===== src/rmf_pkg.sv =====
`timescale 1ns / 1ps

package rmf_pkg;

    localparam int SAMPLE_WIDTH = 16;
    localparam int WINDOW_MAX   = 16;
    localparam int IDX_W        = $clog2(WINDOW_MAX);
    localparam int RANK_W       = IDX_W;
    localparam int ORDER_W      = 5;

    typedef logic signed [SAMPLE_WIDTH-1:0] sample_t;
    typedef logic [IDX_W-1:0]               idx_t;
    typedef logic [RANK_W-1:0]              rank_t;
    typedef logic [ORDER_W-1:0]             order_t;

    localparam order_t ORDER_MIN   = order_t'(2);
    localparam order_t ORDER_MAX   = order_t'(WINDOW_MAX);
    localparam order_t ORDER_RESET = order_t'(16);

    // A sample travelling round the ring of cells, tagged with its window position.
    typedef struct packed {
        sample_t value;
        idx_t    idx;
    } link_t;

    // Control broadcast from the sequencer to every cell.
    typedef struct packed {
        logic load;
        logic start;
        logic step;
    } cell_ctrl_t;

    typedef enum logic [2:0] {
        ST_IDLE = 3'b001,
        ST_RUN  = 3'b010,
        ST_DONE = 3'b100
    } state_t;

endpackage


===== src/rmf_if.sv =====
`timescale 1ns / 1ps

interface rmf_in_if;
    import rmf_pkg::*;

    logic    valid;
    logic    ready;
    sample_t sample;
    logic    start_req;

    modport source (output valid, output sample, output start_req, input ready);
    modport sink   (input valid, input sample, input start_req, output ready);
endinterface

interface rmf_out_if;
    import rmf_pkg::*;

    logic    valid;
    logic    ready;
    sample_t median;

    modport source (output valid, output median, input ready);
    modport sink   (input valid, input median, output ready);
endinterface


===== src/rmf_cell.sv =====
`timescale 1ns / 1ps

module rmf_cell (
    input  logic               clk,
    input  logic               rst_n,
    input  rmf_pkg::cell_ctrl_t ctrl,
    input  rmf_pkg::idx_t      pos,
    input  rmf_pkg::order_t    order,
    input  rmf_pkg::sample_t   shift_in,
    input  rmf_pkg::link_t     link_in,
    output rmf_pkg::sample_t   value,
    output rmf_pkg::link_t     link_out,
    output rmf_pkg::rank_t     rank,
    output logic               in_win
);
    import rmf_pkg::*;

    sample_t value_reg, value_next;
    link_t   link_reg, link_next;
    rank_t   rank_reg, rank_next;
    logic    head;
    logic    link_in_win;
    logic    below;

    assign head        = (pos == idx_t'(0));
    assign in_win      = (order_t'(pos) < order);
    assign link_in_win = (order_t'(link_reg.idx) < order);

    // Strict order with ties broken by position, so every entry gets a distinct rank.
    assign below = (link_reg.value < value_reg)
                || ((link_reg.value == value_reg) && (link_reg.idx < pos));

    always_comb
    begin
        value_next = value_reg;
        link_next  = link_reg;
        rank_next  = rank_reg;
        if (ctrl.load)
        begin
            value_next     = (ctrl.start && !head) ? sample_t'(0) : shift_in;
            link_next.value = value_next;
            link_next.idx   = pos;
            rank_next       = rank_t'(0);
        end
        else if (ctrl.step)
        begin
            rank_next = rank_reg + rank_t'(in_win && link_in_win && below);
            link_next = link_in;
        end
    end

    always_ff @(posedge clk or negedge rst_n)
    begin
        if (!rst_n)
        begin
            value_reg <= sample_t'(0);
        end
        else
        begin
            value_reg <= value_next;
        end
    end

    always_ff @(posedge clk)
    begin
        link_reg <= link_next;
        rank_reg <= rank_next;
    end

    assign value    = value_reg;
    assign link_out = link_reg;
    assign rank     = rank_reg;

endmodule


===== src/rmf_select.sv =====
`timescale 1ns / 1ps

module rmf_select (
    input  rmf_pkg::order_t  order,
    input  rmf_pkg::sample_t values [rmf_pkg::WINDOW_MAX],
    input  rmf_pkg::rank_t   ranks  [rmf_pkg::WINDOW_MAX],
    input  logic             in_win [rmf_pkg::WINDOW_MAX],
    output rmf_pkg::sample_t median
);
    import rmf_pkg::*;

    order_t                half;
    order_t                half_lo;
    sample_t               upper;
    sample_t               lower;
    logic [SAMPLE_WIDTH:0] pair_sum;

    assign half    = order >> 1;
    assign half_lo = half - order_t'(1);

    // Ranks are distinct, so at most one cell matches each of the two middle ranks.
    always_comb
    begin
        upper = sample_t'(0);
        lower = sample_t'(0);
        for (int i = 0; i < WINDOW_MAX; i++)
        begin
            if (in_win[i] && (order_t'(ranks[i]) == half))
            begin
                upper = upper | values[i];
            end
            if (in_win[i] && (order_t'(ranks[i]) == half_lo))
            begin
                lower = lower | values[i];
            end
        end
    end

    assign pair_sum = {upper[SAMPLE_WIDTH-1], upper} + {lower[SAMPLE_WIDTH-1], lower};
    assign median   = order[0] ? upper : sample_t'(pair_sum[SAMPLE_WIDTH:1]);

endmodule


===== src/running_median_filter_top.sv =====
`timescale 1ns / 1ps

// Channel     Role    Word fields                  Meaning
// sample_ch   sink    sample (s16), start_req (1)  new sample, optional window clear
// median_ch   source  median (s16)                 median of the newest samples
// cfg_we/     write   cfg_wdata (u5)               window order, reset value 16
//
// For each word, the accept edge shifts the window, then a copy of every
// sample travels once round the ring of cells, and the done state registers
// the median. The ring length WINDOW_MAX sets the length of the rotation.
// Reset clears the window to zeros and the order register to 16.
// A result waiting in the output register does not block the next accept; the
// final cycle of a word holds until the output register is free.
module running_median_filter_top (
    input  logic              clk,
    input  logic              rst_n,
    rmf_in_if.sink            sample_ch,
    rmf_out_if.source         median_ch,
    input  logic              cfg_we,
    input  rmf_pkg::order_t   cfg_wdata
);
    import rmf_pkg::*;

    // Sequencer state and the step counter that times the ring rotation.
    state_t  state_reg, state_next;
    idx_t    step_cnt_reg, step_cnt_next;
    order_t  order_reg;
    order_t  order_eff;

    // Output register, which decouples the median channel from the ring.
    logic    out_valid_reg, out_valid_next;
    sample_t median_reg, median_next;

    logic       accept;
    logic       out_free;
    cell_ctrl_t ctrl;
    sample_t    median_sel;

    sample_t values  [WINDOW_MAX];
    link_t   links   [WINDOW_MAX];
    rank_t   ranks   [WINDOW_MAX];
    logic    in_win  [WINDOW_MAX];

    // The order register holds the raw value; out-of-range codes are clamped
    // here so that an order of 0 or 1 acts as 2 and anything above the ring
    // length acts as the full ring.
    always_ff @(posedge clk or negedge rst_n)
    begin
        if (!rst_n)
        begin
            order_reg <= ORDER_RESET;
        end
        else if (cfg_we)
        begin
            order_reg <= cfg_wdata;
        end
    end

    always_comb
    begin
        if (order_reg < ORDER_MIN)
        begin
            order_eff = ORDER_MIN;
        end
        else if (order_reg > ORDER_MAX)
        begin
            order_eff = ORDER_MAX;
        end
        else
        begin
            order_eff = order_reg;
        end
    end

    assign sample_ch.ready = (state_reg == ST_IDLE);
    assign accept          = sample_ch.valid && sample_ch.ready;
    assign out_free        = !out_valid_reg || median_ch.ready;

    assign ctrl.load  = accept;
    assign ctrl.start = sample_ch.start_req;
    assign ctrl.step  = (state_reg == ST_RUN);

    // The ring of cells. Cell 0 holds the newest sample; on an accept each other
    // cell takes its neighbour's sample, or zero on a clear; during the run the
    // circulating copies move one cell on per cycle, wrapping from the last to the first.
    for (genvar i = 0; i < WINDOW_MAX; i++)
    begin : g_cell
        rmf_cell u_cell (
            .clk      (clk),
            .rst_n    (rst_n),
            .ctrl     (ctrl),
            .pos      (idx_t'(i)),
            .order    (order_eff),
            .shift_in ((i == 0) ? sample_ch.sample : values[(i + WINDOW_MAX - 1) % WINDOW_MAX]),
            .link_in  (links[(i + WINDOW_MAX - 1) % WINDOW_MAX]),
            .value    (values[i]),
            .link_out (links[i]),
            .rank     (ranks[i]),
            .in_win   (in_win[i])
        );
    end

    rmf_select u_select (
        .order  (order_eff),
        .values (values),
        .ranks  (ranks),
        .in_win (in_win),
        .median (median_sel)
    );

    // Sequencer: idle until a word arrives, run the ring for a full turn, then
    // hand the median to the output register as soon as it is free.
    always_comb
    begin
        state_next     = state_reg;
        step_cnt_next  = step_cnt_reg;
        out_valid_next = out_valid_reg;
        median_next    = median_reg;

        if (out_valid_reg && median_ch.ready)
        begin
            out_valid_next = 1'b0;
        end

        unique case (state_reg)
            ST_IDLE:
            begin
                if (accept)
                begin
                    state_next    = ST_RUN;
                    step_cnt_next = idx_t'(0);
                end
            end
            ST_RUN:
            begin
                step_cnt_next = step_cnt_reg + idx_t'(1);
                if (step_cnt_reg == idx_t'(WINDOW_MAX - 1))
                begin
                    state_next = ST_DONE;
                end
            end
            ST_DONE:
            begin
                if (out_free)
                begin
                    out_valid_next = 1'b1;
                    median_next    = median_sel;
                    state_next     = ST_IDLE;
                end
            end
            default:
            begin
                state_next    = ST_IDLE;
                step_cnt_next = idx_t'(0);
            end
        endcase
    end

    always_ff @(posedge clk or negedge rst_n)
    begin
        if (!rst_n)
        begin
            state_reg     <= ST_IDLE;
            step_cnt_reg  <= idx_t'(0);
            out_valid_reg <= 1'b0;
        end
        else
        begin
            state_reg     <= state_next;
            step_cnt_reg  <= step_cnt_next;
            out_valid_reg <= out_valid_next;
        end
    end

    always_ff @(posedge clk)
    begin
        median_reg <= median_next;
    end

    assign median_ch.valid  = out_valid_reg;
    assign median_ch.median = median_reg;

    // Cells that hold the upper middle rank; exactly one must match once the
    // ring has completed its turn.
    order_t                half_chk;
    logic [WINDOW_MAX-1:0] hit_mid;

    assign half_chk = order_eff >> 1;

    always_comb
    begin
        for (int i = 0; i < WINDOW_MAX; i++)
        begin
            hit_mid[i] = in_win[i] && (order_t'(ranks[i]) == half_chk);
        end
    end

    a_run_after_accept: assert property (@(posedge clk) disable iff (!rst_n)
        accept |=> (state_reg == ST_RUN))
        else $error("ring did not start after an accepted word");

    a_idle_counter_clear: assert property (@(posedge clk) disable iff (!rst_n)
        (state_reg == ST_IDLE) |-> (step_cnt_reg == idx_t'(0)))
        else $error("step counter not at zero while idle");

    a_result_from_done: assert property (@(posedge clk) disable iff (!rst_n)
        $rose(out_valid_reg) |-> ($past(state_reg) == ST_DONE))
        else $error("result appeared without a completed ring turn");

    a_unique_middle: assert property (@(posedge clk) disable iff (!rst_n)
        (state_reg == ST_DONE) |-> ($countones(hit_mid) == 1))
        else $error("middle rank not held by exactly one cell");

endmodule


===== src/flat_wrapper.sv =====
// flat-port wrapper written by rule: the top's interface ports become plain ports
module running_median_filter_top_flat import rmf_pkg::*;
  (clk, rst_n, cfg_we, cfg_wdata, sample_ch_valid, sample_ch_sample, sample_ch_start_req, sample_ch_ready, median_ch_valid, median_ch_median, median_ch_ready);
  rmf_in_if sample_ch_i ();
  rmf_out_if median_ch_i ();
  input  logic clk;
  input  logic rst_n;
  input  logic cfg_we;
  input  rmf_pkg::order_t cfg_wdata;
  input wire logic [$bits(sample_ch_i.valid)-1:0] sample_ch_valid;
  input wire logic [$bits(sample_ch_i.sample)-1:0] sample_ch_sample;
  input wire logic [$bits(sample_ch_i.start_req)-1:0] sample_ch_start_req;
  output wire logic [$bits(sample_ch_i.ready)-1:0] sample_ch_ready;
  output wire logic [$bits(median_ch_i.valid)-1:0] median_ch_valid;
  output wire logic [$bits(median_ch_i.median)-1:0] median_ch_median;
  input wire logic [$bits(median_ch_i.ready)-1:0] median_ch_ready;
  assign sample_ch_i.valid = sample_ch_valid;
  assign sample_ch_i.sample = sample_ch_sample;
  assign sample_ch_i.start_req = sample_ch_start_req;
  assign sample_ch_ready = sample_ch_i.ready;
  assign median_ch_valid = median_ch_i.valid;
  assign median_ch_median = median_ch_i.median;
  assign median_ch_i.ready = median_ch_ready;
  running_median_filter_top u_core (.clk(clk), .rst_n(rst_n), .sample_ch(sample_ch_i), .median_ch(median_ch_i), .cfg_we(cfg_we), .cfg_wdata(cfg_wdata));
endmodule

===== config.mk =====
export PLATFORM = sky130hd
export DESIGN_NAME = running_median_filter_top_flat
export DESIGN_NICKNAME = d
export VERILOG_FILES = /design/src/rmf_pkg.sv /design/src/rmf_if.sv /design/src/rmf_cell.sv /design/src/rmf_select.sv /design/src/running_median_filter_top.sv /design/src/flat_wrapper.sv
export SDC_FILE = /design/constraint.sdc
export NUM_CORES = 2
export LEC_CHECK = 0
export ABC_AREA = 1
export BUFFER_PORTS_ARGS = -buffer_cell sky130_fd_sc_hd__buf_2
export CORE_MARGIN = 3
export CORE_UTILIZATION = 65
export DETAILED_ROUTE_END_ITERATION = 12
export PLACE_DENSITY = 0.82
export SLEW_MARGIN = 20
export SYNTH_ARGS = -nofsm -noshare
export SYNTH_HDL_FRONTEND = slang
export SYNTH_SLANG_ARGS = --single-unit

===== constraint.sdc =====
create_clock -name clk -period 12.6 [get_ports clk]
set_clock_uncertainty 0.15 [all_clocks]
set_input_delay 0.63 -clock clk [delete_from_list [all_inputs] [get_ports clk]]
set_output_delay 0.63 -clock clk [all_outputs]
set_load 0.01 [all_outputs]

==> flow_summary_export.csv <==
group,metric,value,unit
outcome,outcome,"finished, final reports clean",
detailed_routing,wl,143000,microns
logic_synthesis,ys_async_sr_fraction,40.2,%
logic_synthesis,synth_nets,4692,
sta,timing.final.crit_share,61.9,%
detailed_routing,dr.pass1.iters,8,
logic_synthesis,ys_ff_latch,669,
sta,grt_setup_unrepaired,"false",
detailed_routing,drtIter0Drc,4403,
sta,setup_tns,0,ns
global_route,grt_max_degree,196,
clocking,clk_latency,0.63,ns
critical_path,critPathMaxFanout,34,
clocking,clockBufferDepth,3,
placement,dp_cells,4950,
logic_synthesis,synth_warnings,0,
critical_path,path_common_cell,"o21ai_0",
placement,dp_hpwl,102000,microns
critical_path,cp_slowest_stage_delay,1.21,ns
global_route,grt_use_total,46.1,%
critical_path,worst_path_max_delay_cell,"dfstp_2",
critical_path,cp_num_buf_inv,3,
critical_path,worstPathRequired,12.82,ns
logic_synthesis,synth_area,38000,sq um
clocking,postCtsSetupBuffers,0,
clocking,cts_tree,"yes",
finish,largest_reg_flops,320,
logic_synthesis,synth.mux.area_fraction,0.0296,%
hold_path,min_path_cells,2,
sta,setup_violations,0,
floorplan,die-width,248,microns
critical_path,critical_path.top_delay_family,"compound AO/OA/AOI/OAI gates",
power,peakVddDrop,0.328,mV
placement,globalplace.congestion,1.06,
critical_path,cp-end-kind,"flip-flop",
logic_synthesis,synth_fa_ha_area_share,11.7,%
critical_path,critPathLaunchType,"flip-flop",
finish,fin_nets,4644,
power,cellPowerDensity,314,nW/um^2
global_route,antenna_found_initial,3,
floorplan,coreArea,57800,sq um
clocking,hold_buffers,1,
hold_path,holdCritPathClass,"in -> reg",
sta,timing.slew.headroom,22.2,%
detailed_routing,ant_nets,0,
clocking,clk_pin_slew,0.06,ns
critical_path,cp.arrival,8.02,ns
floorplan,dieArea,61500,sq um
logic_synthesis,synth_top_family_by_area,"compound AO/OA/AOI/OAI gates",
logic_synthesis,synth_compound_area_share,19.5,%
global_route,grt_pass1_wl,209000,microns
sta,hold_viol,0,
detailed_routing,num_vias,34700,
logic_synthesis,syn_inst,4310,
sta,worstMarginPinSlew,1.16,ns
finish,instances_no_fill,5087,
clocking,clock-sinks,669,
floorplan,io_pins,45,
placement,portBuffers,44,
power,leakagePower,17.3,nW
run,drv_cap,0,
floorplan,die_h,248,microns
logic_synthesis,yosysSeqAreaShare,45.9,%
critical_path,reg2regPathDepth,29,
finish,drive_gt1_share,6.27,%
floorplan,num_rows,88,
global_route,grt-ovfl-total,0,
logic_synthesis,synthSimpleGateAreaFrac,14.6,%
detailed_routing,post_drt_via_cell_ratio,6.83,
floorplan,initial_core_util,65.8,%
detailed_routing,wl_per_cell,28.1,microns
logic_synthesis,syn_area_per_cell,8.83,sq um
clocking,cts_resized,0,
critical_path,critPathKind,"reg -> reg",
logic_synthesis,synth_edf_count,272,
logic_synthesis,synth_ff_type,"edfxtp_1",
logic_synthesis,synth_xor_area_share,0.875,%
critical_path,crit_cells,29,
sta,fmax,128,MHz
detailed_routing,route.detailed.drc,0,
sta,period_minus_slack,7.80,ns
clocking,cts-root-buf,"clkbuf_16",
sta,drv_slew,0,
clocking,htree_num_levels,3,
global_route,grt_pass1_vias,33000,
finish,syn_to_final_growth,7.99,%
clocking,cts_buffers,73,
logic_synthesis,synth_cell_type_count,63,
## path summary, 6_finish.rpt
kind	start	end	slack [ns]
max reg2reg	u_core.order_reg[4]	u_core.median_ch.median[13]	4.80
min reg2reg	u_core.g_cell[8].u_cell.link_out[0]	u_core.g_cell[8].u_cell.link_out[0]	0.32
min	median_ch_ready	u_core.median_ch.valid	0.06
max	u_core.order_reg[4]	u_core.median_ch.median[13]	4.80
min in group asynchronous	rst_n	u_core.g_cell[11].u_cell.value[4]	0.46
max in group asynchronous	rst_n	u_core.g_cell[3].u_cell.value[13]	9.55
## area by class of cell
| cell class | instances | area (sq um) |
|---|---|---|
| Fill cell | 4368 | 16700 |
| Timing Repair Buffer | 82 | 551 |
| Clock buffer | 112 | 2230 |
| Sequential cell | 669 | 17500 |
| Clock inverter | 22 | 225 |
| Multi-Input combinational cell | 2952 | 17800 |
| Inverter | 484 | 1830 |
| Tap cell | 765 | 957 |
| Antenna cell | 1 | 2.50 |
## cells in the mapped netlist (24+ instances only)
cell type	count	area, sq um
edfxtp_1	272	8170
nand3_1	165	826
inv_1	475	1780
a211oi_1	24	180
nand2_1	780	2930
nand4_1	45	282
o21ai_0	408	2040
dfrtp_1	267	6680
nor3_1	45	225
buf_2	45	225
o22ai_1	389	2430
a21oi_1	280	1400
a221oi_1	25	219
o211ai_1	41	308
xnor2_1	24	210
dfxtp_1	128	2560
clkbuf_1	122	458
ha_1	354	4430
nor2_1	163	612
## layout by cell type (no fill, tap or decap), types with 11 or more instances in the layout
master / netlist / routed
xor2_1: 14 / 14
clkbuf_8: 0 / 11
o211ai_1: 41 / 41
xnor2_1: 24 / 24
clkbuf_1: 122 / 21
nor2_1: 163 / 162
a211oi_1: 24 / 24
nor3_1: 45 / 44
o2111ai_1: 15 / 15
dfrtp_1: 267 / 267
nand4_1: 45 / 45
a21oi_1: 280 / 280
nand2_1: 780 / 779
o21ai_1: 14 / 14
ha_1: 354 / 354
nand3_1: 165 / 165
nor4_1: 18 / 18
a221oi_1: 25 / 25
o21bai_1: 21 / 21
nand3_2: 13 / 13
inv_1: 475 / 475
edfxtp_1: 272 / 272
o21ai_0: 408 / 408
nand2_2: 20 / 20
clkbuf_16: 0 / 80
dfxtp_1: 128 / 128
o22ai_1: 389 / 389
buf_4: 20 / 35
buf_2: 45 / 43
## cell families after synthesis
group / after synthesis
simple gates: 1281
compound gates: 1277
flops: 669
mux: 1
buf+inv: 689
fa+ha+maj: 355
xor+xnor: 38
## worst reg2reg max path: cells and delay by family (launching register included)
kind,cells,cell delay (ns)
AOI/OAI and AO/OA,13,2.35
xor gates and xnor gates,1,0.19
adders and majority gates,2,0.98
buffers and inverters,3,0.86
DFF,1,1.21
and+or+nand+nor,10,1.82
## power breakdown
| group | internal [mW] | switching (mW) |
|---|---|---|
| Sequential | 3.51 | 0.773 |
| Combinational | 1.85 | 4.53 |
| Clock | 1.31 | 0.915 |
## layer usage
layer | wire length, microns | GRT usage, %
met5 | 41 | 0
met4 | 12100 | 32.4
met3 | 14600 | 11.1
met2 | 64700 | 71.9
met1 | 51500 | 56.5
## metrics by stage
step           utilization, %  worst slack (ns)  instance area, sq um  hold WS, ns  power, mW
6_report                 71.1              4.80                 41100       0.0594       12.9
5_1_grt                  71.1              4.20                 41100       0.0862       13.5
4_1_cts                  71.0              4.98                 41000       0.0445       12.6
3_5_place_dp             66.7              5.02                 38600        0.313       10.3
3_3_place_gp             66.7              5.15                 38600        0.303       10.1
2_1_floorplan               -              4.33                 38000        0.184       8.13
No activity file was read; power rests on OpenSTA's default activity.
